<file path="src/design/dqne_pkg.sv">
// Shared types and constants for the DNS query name extractor.
package dqne_pkg;

	localparam int MAX_FRAME_BYTES_DEF = 65536;

	localparam int ETH_HDR_LEN    = 14;
	localparam int IHL_OFFSET     = 14;
	localparam int SRC_ADDR_FIRST = 26;
	localparam int SRC_ADDR_LAST  = 29;
	localparam int DST_ADDR_FIRST = 30;
	localparam int DST_ADDR_LAST  = 33;
	localparam int UDP_HDR_LEN    = 8;
	localparam int DNS_FLAGS_OFS  = 2;
	localparam int DNS_COUNT_FIRST = 6;
	localparam int DNS_COUNT_LAST  = 11;

	localparam logic [7:0] DOT_CHAR        = 8'h2E;
	localparam logic [7:0] CTRL_CHAR_LIMIT = 8'h10;

	typedef enum logic [1:0] {
		PH_HEADERS = 2'd0,
		PH_SKIP    = 2'd1,
		PH_NAME    = 2'd2,
		PH_DRAIN   = 2'd3
	} phase_t;

	typedef enum logic [1:0] {
		KIND_HEADER = 2'd0,
		KIND_CHAR   = 2'd1,
		KIND_END    = 2'd2
	} kind_t;

	typedef struct packed {
		kind_t       kind;
		logic [31:0] src_addr;
		logic [15:0] src_port;
		logic [31:0] dst_addr;
		logic [15:0] dst_port;
		logic [7:0]  name_char;
		logic        last;
	} rec_t;

endpackage

</file>
<file path="src/design/dqne_parse.sv">
// Per-byte frame parser: header capture, query filter and name byte records.
module dqne_parse import dqne_pkg::*; #(
	parameter int MAX_FRAME_BYTES = MAX_FRAME_BYTES_DEF
) (
	input  logic       clk,
	input  logic       arst_n,
	input  logic       in_take,
	input  logic [7:0] in_byte,
	input  logic       in_end,
	output logic       rec_valid,
	output rec_t       rec
);

	localparam int OFF_W = $clog2(MAX_FRAME_BYTES);
	localparam int CMP_W = (OFF_W > 7) ? OFF_W : 7;

	logic [OFF_W-1:0] off_q;
	logic [3:0]       ihw_q, ihw_d;
	logic [31:0]      src_addr_q, src_addr_d;
	logic [31:0]      dst_addr_q, dst_addr_d;
	logic [15:0]      src_port_q, src_port_d;
	logic [15:0]      dst_port_q, dst_port_d;
	logic             query_q, query_d;
	logic             cz_q, cz_d;
	phase_t           phase_q, phase_d;

	logic [CMP_W-1:0] off_c, u_c, d_c;
	logic             end_c, hdr_c, past_ip_c, hdr_done_c, pass_c;

	assign off_c      = CMP_W'(off_q);
	assign u_c        = CMP_W'(ETH_HDR_LEN) + CMP_W'({ihw_q, 2'b00});
	assign d_c        = u_c + CMP_W'(UDP_HDR_LEN);
	assign end_c      = in_end || (off_q >= OFF_W'(MAX_FRAME_BYTES - 1));
	assign hdr_c      = (phase_q == PH_HEADERS);
	assign past_ip_c  = (off_c > CMP_W'(IHL_OFFSET));
	assign hdr_done_c = hdr_c && past_ip_c && (off_c == d_c + CMP_W'(DNS_COUNT_LAST));
	assign pass_c     = query_d && cz_d;

	always_comb begin
		ihw_d      = ihw_q;
		src_addr_d = src_addr_q;
		dst_addr_d = dst_addr_q;
		src_port_d = src_port_q;
		dst_port_d = dst_port_q;
		query_d    = query_q;
		cz_d       = cz_q;
		if (hdr_c) begin
			if (off_c == CMP_W'(IHL_OFFSET)) begin
				ihw_d = in_byte[3:0];
			end
			if (off_c >= CMP_W'(SRC_ADDR_FIRST) && off_c <= CMP_W'(SRC_ADDR_LAST)) begin
				src_addr_d = {src_addr_q[23:0], in_byte};
			end
			if (off_c >= CMP_W'(DST_ADDR_FIRST) && off_c <= CMP_W'(DST_ADDR_LAST)) begin
				dst_addr_d = {dst_addr_q[23:0], in_byte};
			end
			if (past_ip_c) begin
				if (off_c == u_c || off_c == u_c + CMP_W'(1)) begin
					src_port_d = {src_port_q[7:0], in_byte};
				end
				if (off_c == u_c + CMP_W'(2) || off_c == u_c + CMP_W'(3)) begin
					dst_port_d = {dst_port_q[7:0], in_byte};
				end
				if (off_c == d_c + CMP_W'(DNS_FLAGS_OFS)) begin
					query_d = ~in_byte[7];
				end
				if (off_c >= d_c + CMP_W'(DNS_COUNT_FIRST) &&
				    off_c <= d_c + CMP_W'(DNS_COUNT_LAST) && in_byte != 8'd0) begin
					cz_d = 1'b0;
				end
			end
		end
	end

	always_comb begin
		phase_d = phase_q;
		unique case (phase_q)
			PH_HEADERS: begin
				if (hdr_done_c) begin
					phase_d = pass_c ? PH_SKIP : PH_DRAIN;
				end
			end
			PH_SKIP: begin
				phase_d = PH_NAME;
			end
			PH_NAME: begin
				if (in_byte == 8'd0) begin
					phase_d = PH_DRAIN;
				end
			end
			PH_DRAIN: begin
				phase_d = PH_DRAIN;
			end
			default: begin
				phase_d = PH_HEADERS;
			end
		endcase
	end

	always_comb begin
		rec_valid     = 1'b0;
		rec.kind      = KIND_HEADER;
		rec.src_addr  = src_addr_d;
		rec.src_port  = src_port_d;
		rec.dst_addr  = dst_addr_d;
		rec.dst_port  = dst_port_d;
		rec.name_char = 8'd0;
		rec.last      = end_c;
		unique case (phase_q)
			PH_HEADERS: begin
				rec_valid = hdr_done_c && pass_c;
			end
			PH_SKIP: begin
				rec_valid = end_c;
				rec.kind  = KIND_END;
				rec.last  = 1'b1;
			end
			PH_NAME: begin
				rec_valid = 1'b1;
				if (in_byte == 8'd0) begin
					rec.kind = KIND_END;
					rec.last = 1'b1;
				end else begin
					rec.kind      = KIND_CHAR;
					rec.name_char = (in_byte < CTRL_CHAR_LIMIT) ? DOT_CHAR : in_byte;
				end
			end
			default: begin
				rec_valid = 1'b0;
			end
		endcase
	end

	always_ff @(posedge clk or negedge arst_n) begin
		if (!arst_n) begin
			off_q      <= '0;
			ihw_q      <= '0;
			src_addr_q <= '0;
			dst_addr_q <= '0;
			src_port_q <= '0;
			dst_port_q <= '0;
			query_q    <= 1'b0;
			cz_q       <= 1'b1;
			phase_q    <= PH_HEADERS;
		end else if (in_take) begin
			if (end_c) begin
				off_q      <= '0;
				ihw_q      <= '0;
				src_addr_q <= '0;
				dst_addr_q <= '0;
				src_port_q <= '0;
				dst_port_q <= '0;
				query_q    <= 1'b0;
				cz_q       <= 1'b1;
				phase_q    <= PH_HEADERS;
			end else begin
				off_q      <= off_q + OFF_W'(1);
				ihw_q      <= ihw_d;
				src_addr_q <= src_addr_d;
				dst_addr_q <= dst_addr_d;
				src_port_q <= src_port_d;
				dst_port_q <= dst_port_d;
				query_q    <= query_d;
				cz_q       <= cz_d;
				phase_q    <= phase_d;
			end
		end
	end

endmodule

</file>
<file path="src/design/dns_query_name_extractor_top.sv">
// Top level of the DNS query name extractor: parser and result register.
//
// Takes one Ethernet frame byte per cycle on the slave side unless the output
// is stalled, starting at the destination MAC, and gives at most one record
// per byte on the master side: a header record with the IPv4 addresses and
// UDP ports once a frame proves to be a plain query (QR clear, answer,
// authority and additional counts zero), then one record per name byte past
// the first length byte (bytes below 0x10 shown as '.'), closed by an end
// record or the frame end. A taken byte's record, if any, appears in the
// output register in the next cycle, and a new byte is taken in the same
// cycle that the waiting record is taken. Frames are cut at MAX_FRAME_BYTES.
module dns_query_name_extractor_top import dqne_pkg::*; #(
	parameter int MAX_FRAME_BYTES = MAX_FRAME_BYTES_DEF
) (
	input  logic         clk,
	input  logic         arst_n,
	input  logic         s_tvalid,
	output logic         s_tready,
	input  logic [7:0]   s_tdata,   // frame_byte
	input  logic         s_tlast,   // frame_end
	output logic         m_tvalid,
	input  logic         m_tready,
	output logic [103:0] m_tdata,   // source_address, source_port, dest_address,
	                                // dest_port, name_char
	output logic [1:0]   m_tuser,   // record_kind
	output logic         m_tlast    // record_last
);

	logic take;
	logic rec_valid;
	rec_t rec;
	logic out_valid_q;
	rec_t out_q;

	assign s_tready = !out_valid_q || m_tready;
	assign take     = s_tvalid && s_tready;

	dqne_parse #(
		.MAX_FRAME_BYTES(MAX_FRAME_BYTES)
	) u_parse (
		.clk      (clk),
		.arst_n   (arst_n),
		.in_take  (take),
		.in_byte  (s_tdata),
		.in_end   (s_tlast),
		.rec_valid(rec_valid),
		.rec      (rec)
	);

	always_ff @(posedge clk or negedge arst_n) begin
		if (!arst_n) begin
			out_valid_q <= 1'b0;
		end else if (take) begin
			out_valid_q <= rec_valid;
		end else if (m_tready) begin
			out_valid_q <= 1'b0;
		end
	end

	always_ff @(posedge clk) begin
		if (take && rec_valid) begin
			out_q <= rec;
		end
	end

	assign m_tvalid = out_valid_q;
	assign m_tdata  = {out_q.name_char, out_q.dst_port, out_q.dst_addr,
	                   out_q.src_port, out_q.src_addr};
	assign m_tuser  = out_q.kind;
	assign m_tlast  = out_q.last;

endmodule
</file>
<file path="config.mk">
export PLATFORM = sky130hd
export DESIGN_NAME = dns_query_name_extractor_top
export DESIGN_NICKNAME = d
export VERILOG_FILES = /design/src/design/dqne_pkg.sv /design/src/design/dqne_parse.sv /design/src/design/dns_query_name_extractor_top.sv
export SDC_FILE = /design/constraint.sdc
export NUM_CORES = 1
export LEC_CHECK = 0
export ABC_CLOCK_PERIOD_IN_PS = 22000
export BUFFER_PORTS_ARGS = -buffer_cell sky130_fd_sc_hd__clkbuf_2
export CAP_MARGIN = 20
export CORE_UTILIZATION = 40
export CTS_BUF_LIST = sky130_fd_sc_hd__clkbuf_4 sky130_fd_sc_hd__clkbuf_8 sky130_fd_sc_hd__clkbuf_16
export DETAILED_ROUTE_END_ITERATION = 12
export SYNTH_ARGS = -nofsm -noshare
export SYNTH_HDL_FRONTEND = slang
export SYNTH_SLANG_ARGS = --single-unit
</file>
<file path="constraint.sdc">
create_clock -name clk -period 22 [get_ports clk]
set_input_delay 2.2 -clock clk [delete_from_list [all_inputs] [get_ports clk]]
set_output_delay 2.2 -clock clk [all_outputs]
set_load 0.005 [all_outputs]
</file>
==> Word level (Yosys, flattened, before mapping) <==
Index checks and enable logic that the tools add are counted.
{ "classes": {"n_addsub": 9, "n_mul": 0, "n_div": 0, "n_lt_le_gt_ge": 9, "n_eq_ne": 12, "shifts": 0, "n_mux": 39, "bitwise_logic": 2, "reduce_logical": 25} }
{ "op_table": {"columns": ["op", "n"], "rows": [
  ["$mux 32", 6],
  ["$mux 16", 9],
  ["$eq 16x16->1", 6],
  ["$add 16x2->16 const B", 3],
  ["$add 16x1->16 const B", 2],
  ["$add 16x4->16 const B", 2],
  ["$ge 16x5->1 const B", 2],
  ["$add 16x3->16 const B", 1],
  ["$eq 16x4->1 const B", 1],
  ["$ge 16x16->1", 1],
  ["$ge 16x16->1 const B", 1],
  ["$gt 16x4->1 const B", 1],
  ["$le 16x16->1", 1],
  ["$le 16x5->1 const B", 1],
  ["$le 16x6->1 const B", 1],
  ["$mux 4", 3],
  ["$mux 1", 11],
  ["$logic_and 1x1->1", 10],
  ["$mux 2", 5],
  ["$logic_not 8->1", 1],
  ["$lt 8x5->1 const B", 1],
  ["$pmux 2 s4", 1],
  ["$reduce_bool 8->1", 1],
  ["$add 4x6->7 const A", 1],
  ["16 further kinds", 24]
]} }
{ "totals": {"register_bits": 228, "latch_bits": 0, "ramBits": 0, "rom_bits": 0, "inputBits": 13, "output_inout_bits": 109, "memories": 0} }

==> Longest topological paths before layout <==
Gate-level depths: netlist of run 1.
{ "logic_depth": {"depth_word": 14, "ltp_mapped": 19, "ltp_nobuf": 17} }

==> By module <==
From an unflattened synthesis of run 1, not the netlist that was laid out.
{ "unflattened": {"cells_unflattened": 847, "area_unflattened_um2": 10513.8} }
{ "modules_own_cells": {"columns": ["mod", "n_inst", "cells_per_inst", "area_per_inst_um2", "seq_area_each_um2"], "rows": [
  ["dqne_parse", 1, 734, 7231.9, 3004.1],
  ["dns_query_name_extractor_top", 1, 113, 3281.9, 3238.1]
]} }

==> Worst setup path before layout of run 1 <==
Ideal clock, no wire load.
{ "synth_path": {"path_kind": "input-to-reg", "startpoint": "in s_tdata[5]", "endpoint": "reg out_q (netlist bit m_tdata[0]), enable pin", "setup_ps": 595, "arrival_ps": 8780, "required_ps": 21405, "path_slack_ps": 12625, "path_stages": 7, "path_buffers": 0, "path_cell_list": "nor4_1 > nand2_1 > o2111ai_1 > nand2_1 > o311a_1 > or4_1 > o21bai_1"} }
{ "synth_via": {"elab_chain_len": 9} }
{ "synth_lines": {"columns": ["element", "line", "rtl"], "rows": [
  ["start, declared", "dns_query_name_extractor_top.sv:19", "input logic [7:0] s_tdata,"],
  ["$reduce_bool 8->1", "dqne_parse.sv:68", "off_c <= d_c + CMP_W'(DNS_COUNT_LAST) && in_byte != 8'd0) begin"],
  ["$logic_and 1x1->1", "dqne_parse.sv:68", null],
  ["$mux 1", "dqne_parse.sv:67", "if (off_c >= d_c + CMP_W'(DNS_COUNT_FIRST) &&"],
  ["$mux 1", "dqne_parse.sv:57", "if (past_ip_c) begin"],
  ["$mux 1", "dqne_parse.sv:47", "if (hdr_c) begin"],
  ["$logic_and 1x1->1", "dqne_parse.sv:37", "assign pass_c = query_d && cz_d;"],
  ["$logic_and 1x1->1", "dqne_parse.sv:111", "rec_valid = hdr_done_c && pass_c;"],
  ["$pmux 1 s3", "dqne_parse.sv:109", "unique case (phase_q)"],
  ["$logic_and 1x1->1", "dns_query_name_extractor_top.sv:61", "if (take && rec_valid) begin"],
  ["end signal, assigned", "dns_query_name_extractor_top.sv:62", "out_q <= rec;"],
  ["end, declared", "dns_query_name_extractor_top.sv:33", "rec_t out_q;"]
]} }
No other way between the ends.
A chain may end at the register's enable or synchronous reset.

==> Worst setup path after layout of run 1 <==
{ "layout_path": {"startpoint": "reg u_parse.ihw_q[0]", "endpoint": "reg out_q (netlist bit m_tdata[24]), enable pin"} }
{ "layout_via": {"elab_chain_len": 13, "elab_cells_between_ends": 22, "classes_between": "add/sub (5); order compare (2); eq/ne (2); mux (7); reduce/logical (6)"} }
{ "layout_lines": {"columns": ["element", "line", "rtl"], "rows": [
  ["start, declared", "dqne_parse.sv:18", "logic [3:0] ihw_q, ihw_d;"],
  ["start signal, assigned", "dqne_parse.sv:158", "ihw_q <= ihw_d;"],
  ["$add 4x6->7 *", "dqne_parse.sv:31", "assign u_c = CMP_W'(ETH_HDR_LEN) + CMP_W'({ihw_q, 2'b00});"],
  ["$add 16x4->16 *", "dqne_parse.sv:32", "assign d_c = u_c + CMP_W'(UDP_HDR_LEN);"],
  ["$add 16x3->16 / $add 16x4->16 (equally long branches)", "dqne_parse.sv:67, dqne_parse.sv:36, dqne_parse.sv:68", null],
  ["$ge 16x16->1 / $le 16x16->1 (equally long branches)", "dqne_parse.sv:67, dqne_parse.sv:68", null],
  ["$logic_and 1x1->1", "dqne_parse.sv:67", null],
  ["$logic_and 1x1->1", "dqne_parse.sv:68", null],
  ["$mux 1", "dqne_parse.sv:67", null],
  ["$mux 1", "dqne_parse.sv:57", null],
  ["$mux 1", "dqne_parse.sv:47", null],
  ["$logic_and 1x1->1", "dqne_parse.sv:37", null],
  ["$logic_and 1x1->1 *", "dqne_parse.sv:111", null],
  ["$pmux 1 s3 *", "dqne_parse.sv:109", null],
  ["$logic_and 1x1->1 *", "dns_query_name_extractor_top.sv:61", null]
]} }
Every way passes the cells marked *; elsewhere a longest branch is shown, timed or not.

==> results.md, run 1 <==
- Warnings, synthesis: 0
- Static leakage: 5.277 nW
- Routability cong.: 0.8567
- Largest cells by area after synthesis: edfxtp_1 (31%), dfrtp_1 (29%), mux2_2 (9.4%)
- Routed len/inst: 19.42 µm
- Synth Cell Area: 10370 µm²
- CP max stage delay: 0.68 ns
- Mapped Cells: 752
- Die H: 163.0 µm
- Slowest-stage cell, CP: buf_4
- Final setup fails: 0
- Largest net degree at the start of global routing: 62
- Worst vdd ir: 0.00006627 V
- Area Growth Syn to Fin: 16.96%
- N_diodes: 0
- Netlist cell types: 63
- Drt drc: 0
- Status: finished clean
- Dpl hpwl: 15.24 mm
- Number of fill cells: 2217
- CP endpoint kind: flip-flop
- Grt ovf: 0
- Async set-reset flop share out of synthesis: 53.07%
- Worst Hold Class: reg -> reg
- Starting Density: 40.93%
- Worst-path clk slew: 0.06 ns
- Slew Viols, Final: 0
- Core area: 25330 µm²
- Antenna viol nets, final: 0
- Most used DFF post-synth: dfrtp_1
- Fmax: 156.2 MHz
- Post-CTS Setup Inserts: 0
- Total power: 1.042 mW
- Arr. time, crit path: 6.54 ns
- Footprint of the multi-input gates: 3851 µm²
- RSZ-0062 raised after global routing: false
- Worst slew margin: 33.00%
- Crit path max fanout: 56
- Final count of hold timing violations: 0
- Final WL: 23.61 mm
- Largest area contributor in the netlist: edfxtp_1
- Hold-fix buffers, CTS: 0
- Ratio of cells with drive above 1 in the final layout: 32.51%
- Seq cells post-synth: 228
- Vias: 6627
- Part of the cycle the worst path needs: 29.10%
- Syn Area/Cell: 13.79 µm²
- Worst Skew: 0.01804 ns
- TritonCTS Buffers: 25
- CTS Buffer Depth: 3
- Clk Latency, worst-skew pair: 0.52 ns
- Fin nets: 910
- Port Buffers: 121
- Number of DRC violations after detailed-routing iteration 0: 518
- Initial antenna violation count: 0
- Share of the synthesized area in the top cell type: 30.99%
- Worst Tran Pin Value: 1.005 ns
- Die area: 26570 µm²
- Post-synth top cells: dfrtp_1 (120), edfxtp_1 (107), a22o_1 (98)
- Post-cts resize count: 0
- First-pass GRT wire length: 36.96 mm
- Pre-antenna DRT Iters: 6
- Setup TNS: 0 ns
- Register area share after synthesis: 60.21%
- H-tree depth reported by CTS: 1
- Max cap viols: 0
- Root Driver: clkbuf_16
- EDFF count, synth: 107
- Crit Path Class: reg -> reg
- Min cycle time layout: 6.402 ns
- Critical-path cell list: inv_1, ha_1, xor2_2, inv_1, ha_1, xor2_1, xor2_1, nor3_1, xor2_1, ha_1, nand4_1, nor2_1, nor3b_1, o21ai_0, o311a_1, or4_1, o21bai_4, buf_4, buf_4
- Width of the die: 163.0 µm
- Number of global-route vias before repair: 6319
- CP required: 22.14 ns
- Worst setup SP type: flip-flop
- CTS tree: done
- Number of placed I/O pins: 122
- PD cells: 85.96 nW/µm²
- Vias per inst: 5.450
- Clk sinks: 228
- Register Area: 6242 µm²
- Cell Rows: 58
- Total GRT Usage: 17.77%
- Most common cell in the netlist: dfrtp_1
-- sequential cells by signal, indices dropped and copies added, names as in the netlist --
register and count:
m_tdata 104, m_tlast 1, m_tuser 2, m_tvalid 1, u_parse.cz_q 1, u_parse.dst_addr_q 32, u_parse.dst_port_q 16, u_parse.ihw_q 4
u_parse.off_c 16, u_parse.phase_q 2, u_parse.query_q 1, u_parse.src_addr_q 32, u_parse.src_port_q 16
-- final timing paths --
path                                   startpoint                     end  slack [ns]  cells after the start
setup reg to reg                 u_parse.ihw_q[0]             m_tdata[24]       15.60                     19
hold / removal             u_parse.dst_addr_q[29]  u_parse.dst_addr_q[29]        0.50                      1
setup / recovery                 u_parse.ihw_q[0]             m_tdata[24]       15.60                     19
hold reg to reg            u_parse.dst_addr_q[29]  u_parse.dst_addr_q[29]        0.50                      1
min in group asynchronous                  arst_n  u_parse.src_addr_q[24]        1.67                      1
max in group asynchronous                  arst_n        u_parse.off_c[1]       19.07                      2
-- cell families (layout without fill, tap and decap cells) --
family	count (synthesis)	in the layout	synth area share (%)
AOI/OAI and AO/OA	171	171	12.80
xor gates and xnor gates	33	33	2.860
adders and majority gates	30	30	3.621
buffers and inverters	64	197	2.860
DFF	228	228	60.21
muxes	98	98	10.99
other	1	2	0.03617
and+or+nand+nor	127	127	6.614
-- worst max-delay path: cells and delay by family (launching register included) --
kind	cells	cell delay [ns]
xor gates and xnor gates	4	1.09
and+or+nand+nor	5	1.05
buffers and inverters	4	1.50
adders and majority gates	3	0.93
DFF	1	0.58
AOI/OAI and AO/OA	3	0.80
-- where the power goes --
part           total [mW]  internal, mW  switching, mW  leakage, nW
registers           0.506         0.490         0.0157         2.69
logic               0.122        0.0380         0.0843         2.17
clock network       0.414         0.247          0.167        0.415
-- stage by stage --
stage	util, %	instances	worst slack, ns	cell area (µm²)	hold WS [ns]
4_1_cts	47.72	1214	15.60	12090	0.5019
2_1_floorplan	-	753	12.62	10370	0.4671
3_3_place_gp	44.46	1168	15.61	11260	0.4816
3_5_place_dp	44.46	1168	15.51	11260	0.4867
6_report	47.88	1216	15.60	12130	0.4989
5_1_grt	47.88	1216	15.06	12130	0.5119
-- layout by cell type, fill, tap and decap left out, types with 6 or more instances in the layout --
master,instances
a22o_1,98
dfrtp_1,120
buf_4,10
clkbuf_4,7
clkbuf_16,25
clkbuf_2,120
mux2_2,87
o21ai_0,25
ha_1,30
nor2_1,33
nand3_1,9
nor4_1,6
inv_1,18
edfxtp_1,107
nand2_1,27
mux2_4,10
xor2_1,9
nor3_1,8
a21oi_1,16
xnor2_1,23
-- routing by layer --
metal | up-vias | part of all wire (%) | global-route usage (%)
li1 | 3086 | - | -
met1 | 3328 | 50 | 28.26
met2 | 178 | 43 | 25.09
met3 | 35 | 5.1 | 2.470
met4 | 0 | 2.2 | 4.418
met5 | - | 0 | 0
-- layout make-up --
type | count | area share (%)
clock buffers | 33 | 5.706
repair buffers | 133 | 5.985
flip-flops and latches | 228 | 51.48
well taps | 330 | 3.405
clock inverters | 13 | 1.104
multi-input cells | 461 | 31.76
inverters | 18 | 0.5572
(Power assumes the default switching activity.)
==> inputs of run 2 (changes only) <==
--- a/config.mk
+++ b/config.mk
@@ -5,7 +5,7 @@
 export SDC_FILE = /design/constraint.sdc
 export NUM_CORES = 1
 export LEC_CHECK = 0
-export ABC_CLOCK_PERIOD_IN_PS = 22000
+export ABC_CLOCK_PERIOD_IN_PS = 5500
 export BUFFER_PORTS_ARGS = -buffer_cell sky130_fd_sc_hd__clkbuf_2
 export CAP_MARGIN = 20
 export CORE_UTILIZATION = 40
==> constraint.sdc (replaced) <==
create_clock -name clk -period 5.5 [get_ports clk]
set_input_delay 0.55 -clock clk [delete_from_list [all_inputs] [get_ports clk]]
set_output_delay 0.55 -clock clk [all_outputs]
set_load 0.005 [all_outputs]
==> results.md, run 2 (synthesis results as in run 1) <==
- Worst Tran Pin Value: 1.071 ns
- Worst Skew: 0.008428 ns
- Worst setup SP type: flip-flop
- Fin nets: 911
- Antenna viol nets, final: 0
- Total power: 4.119 mW
- Static leakage: 5.297 nW
- Hold Slack: 0.3692 ns
- Worst vdd ir: 0.0001913 V
- Grt ovf: 0
- Area after DPL: 11360 µm²
- Root Driver: clkbuf_16
- Number of global-route vias before repair: 6378
- Placed cell count: 1171
- Initial antenna violation count: 0
- Number of placed I/O pins: 122
- RSZ-0062 raised after global routing: false
- Max cap viols: 0
- Setup TNS: 0 ns
- Total GRT Usage: 17.58%
- Worst slew margin: 28.59%
- CP endpoint kind: flip-flop
- First-pass GRT wire length: 36.73 mm
- Area Growth Syn to Fin: 17.35%
- Die area: 26570 µm²
- CTS Buffer Depth: 3
- Largest net degree at the start of global routing: 74
- Clk sinks: 228
- Arr. time, crit path: 4.96 ns
- Min cycle time layout: 4.776 ns
- Final count of hold timing violations: 0
- Final instance area: 12170 µm²
- Routability cong.: 0.8161
- Post-Layout Cell Count: 1216
- Part of the cycle the worst path needs: 86.83%
- Largest register FFs: 104
- Core area: 25330 µm²
- CTS tree: done
- Post-cts resize count: 0
- Drt drc: 0
- Final WL: 23.01 mm
- Routed len/inst: 18.93 µm
- Starting Density: 40.93%
- Worst-path clk slew: 0.06 ns
- Vias per inst: 5.330
- TritonCTS Buffers: 24
- Crit Path Class: reg -> reg
- Clk Latency, worst-skew pair: 0.52 ns
- Worst Hold Class: in -> async
- Port Buffers: 121
- H-tree depth reported by CTS: 1
- Slew Viols, Final: 0
- Fmax: 209.4 MHz
- Crit path max fanout: 56
- Most frequent cells in the layout: clkbuf_2 (120), dfrtp_1 (120), edfxtp_1 (107), a22o_1 (98), mux2_2 (87)
- Die H: 163.0 µm
- Dpl hpwl: 14.58 mm
- Ratio of cells with drive above 1 in the final layout: 33.30%
- Final setup fails: 0
- Cell Rows: 58
- CP required: 5.68 ns
- Pre-antenna DRT Iters: 4
- Number of DRC violations after detailed-routing iteration 0: 392
- Vias: 6481
- Status: finished clean
- N_diodes: 0
- PD cells: 338.6 nW/µm²
- Width of the die: 163.0 µm
==> run 2: changes by cell type in the layout (fill, tap and decap cells not counted), sizes merged <==
cell and change:
clkbuf +4, clkinv -2, inv -2, buf +1, bufinv -1, clkinvlp -1, dlygate4sd3 +1
==> run 2: what timing repair did <==
item,in CTS,in global routing
setup buffers,0,0
setup endpoints to repair,0,0
hold buffers,1,0
hold endpoints to repair,2,0
==> run 2: path summary, 6_finish.rpt <==
kind                                         from                endpoint  slack, ns  cells past startpoint
setup reg to reg                 u_parse.ihw_q[0]             m_tdata[42]       0.72                     17
max in group asynchronous                  arst_n  u_parse.src_port_q[14]       4.02                      3
setup / recovery                 u_parse.ihw_q[0]             m_tdata[42]       0.72                     17
min in group clk                          s_tlast        u_parse.off_c[2]       0.43                      4
hold / removal                             arst_n  u_parse.src_addr_q[16]       0.37                      2
hold reg to reg            u_parse.dst_addr_q[30]  u_parse.dst_addr_q[30]       0.50                      1
==> run 2: worst max-delay path, stage by stage, from the launching register on <==
cell and delay, ns:
dfrtp_1 0.60, inv_2 0.14, ha_1 0.34, xor2_2 0.20, inv_1 0.10, ha_2 0.27, nand3_1 0.09, nor4_1 0.50
a21oi_1 0.09, ha_1 0.34, nand4_1 0.13, nor2_1 0.08, nor3b_1 0.16, o21ai_0 0.11, o311a_1 0.15, or4_4 0.52
o21bai_4 0.22, buf_12 0.30
==> run 2: layout make-up <==
cell class                      count  area, µm²
Clock inverter                      7      70.07
Sequential cell                   228       6242
Fill cell                        2270      13160
Clock buffer                       37      729.5
Tap cell                          330      412.9
Multi-Input combinational cell    461       3896
Timing Repair Buffer              135      748.2
Inverter                           18      67.56
==> run 2: metrics by stage <==
step | utilization, % | worst slack, ns
finish | 48.04 | 0.7244
global route | 48.04 | 0.2797
CTS | 48.04 | 0.7599
detailed placement | 44.84 | 0.7832
global placement | 44.78 | 0.8836
floorplan | - | 0.005875
==> run 2: report_power, final <==
part	internal (mW)	switching [mW]
Clock	0.961	0.647
Combinational	0.162	0.336
Sequential	1.96	0.0554
Total	3.08	1.04
==> run 2: per-layer routing <==
layer	routed length [µm]	GRT usage [%]
met1	10950	25.92
met2	10480	27.12
met3	1037	2.292
met4	554	4.800
met5	0	0
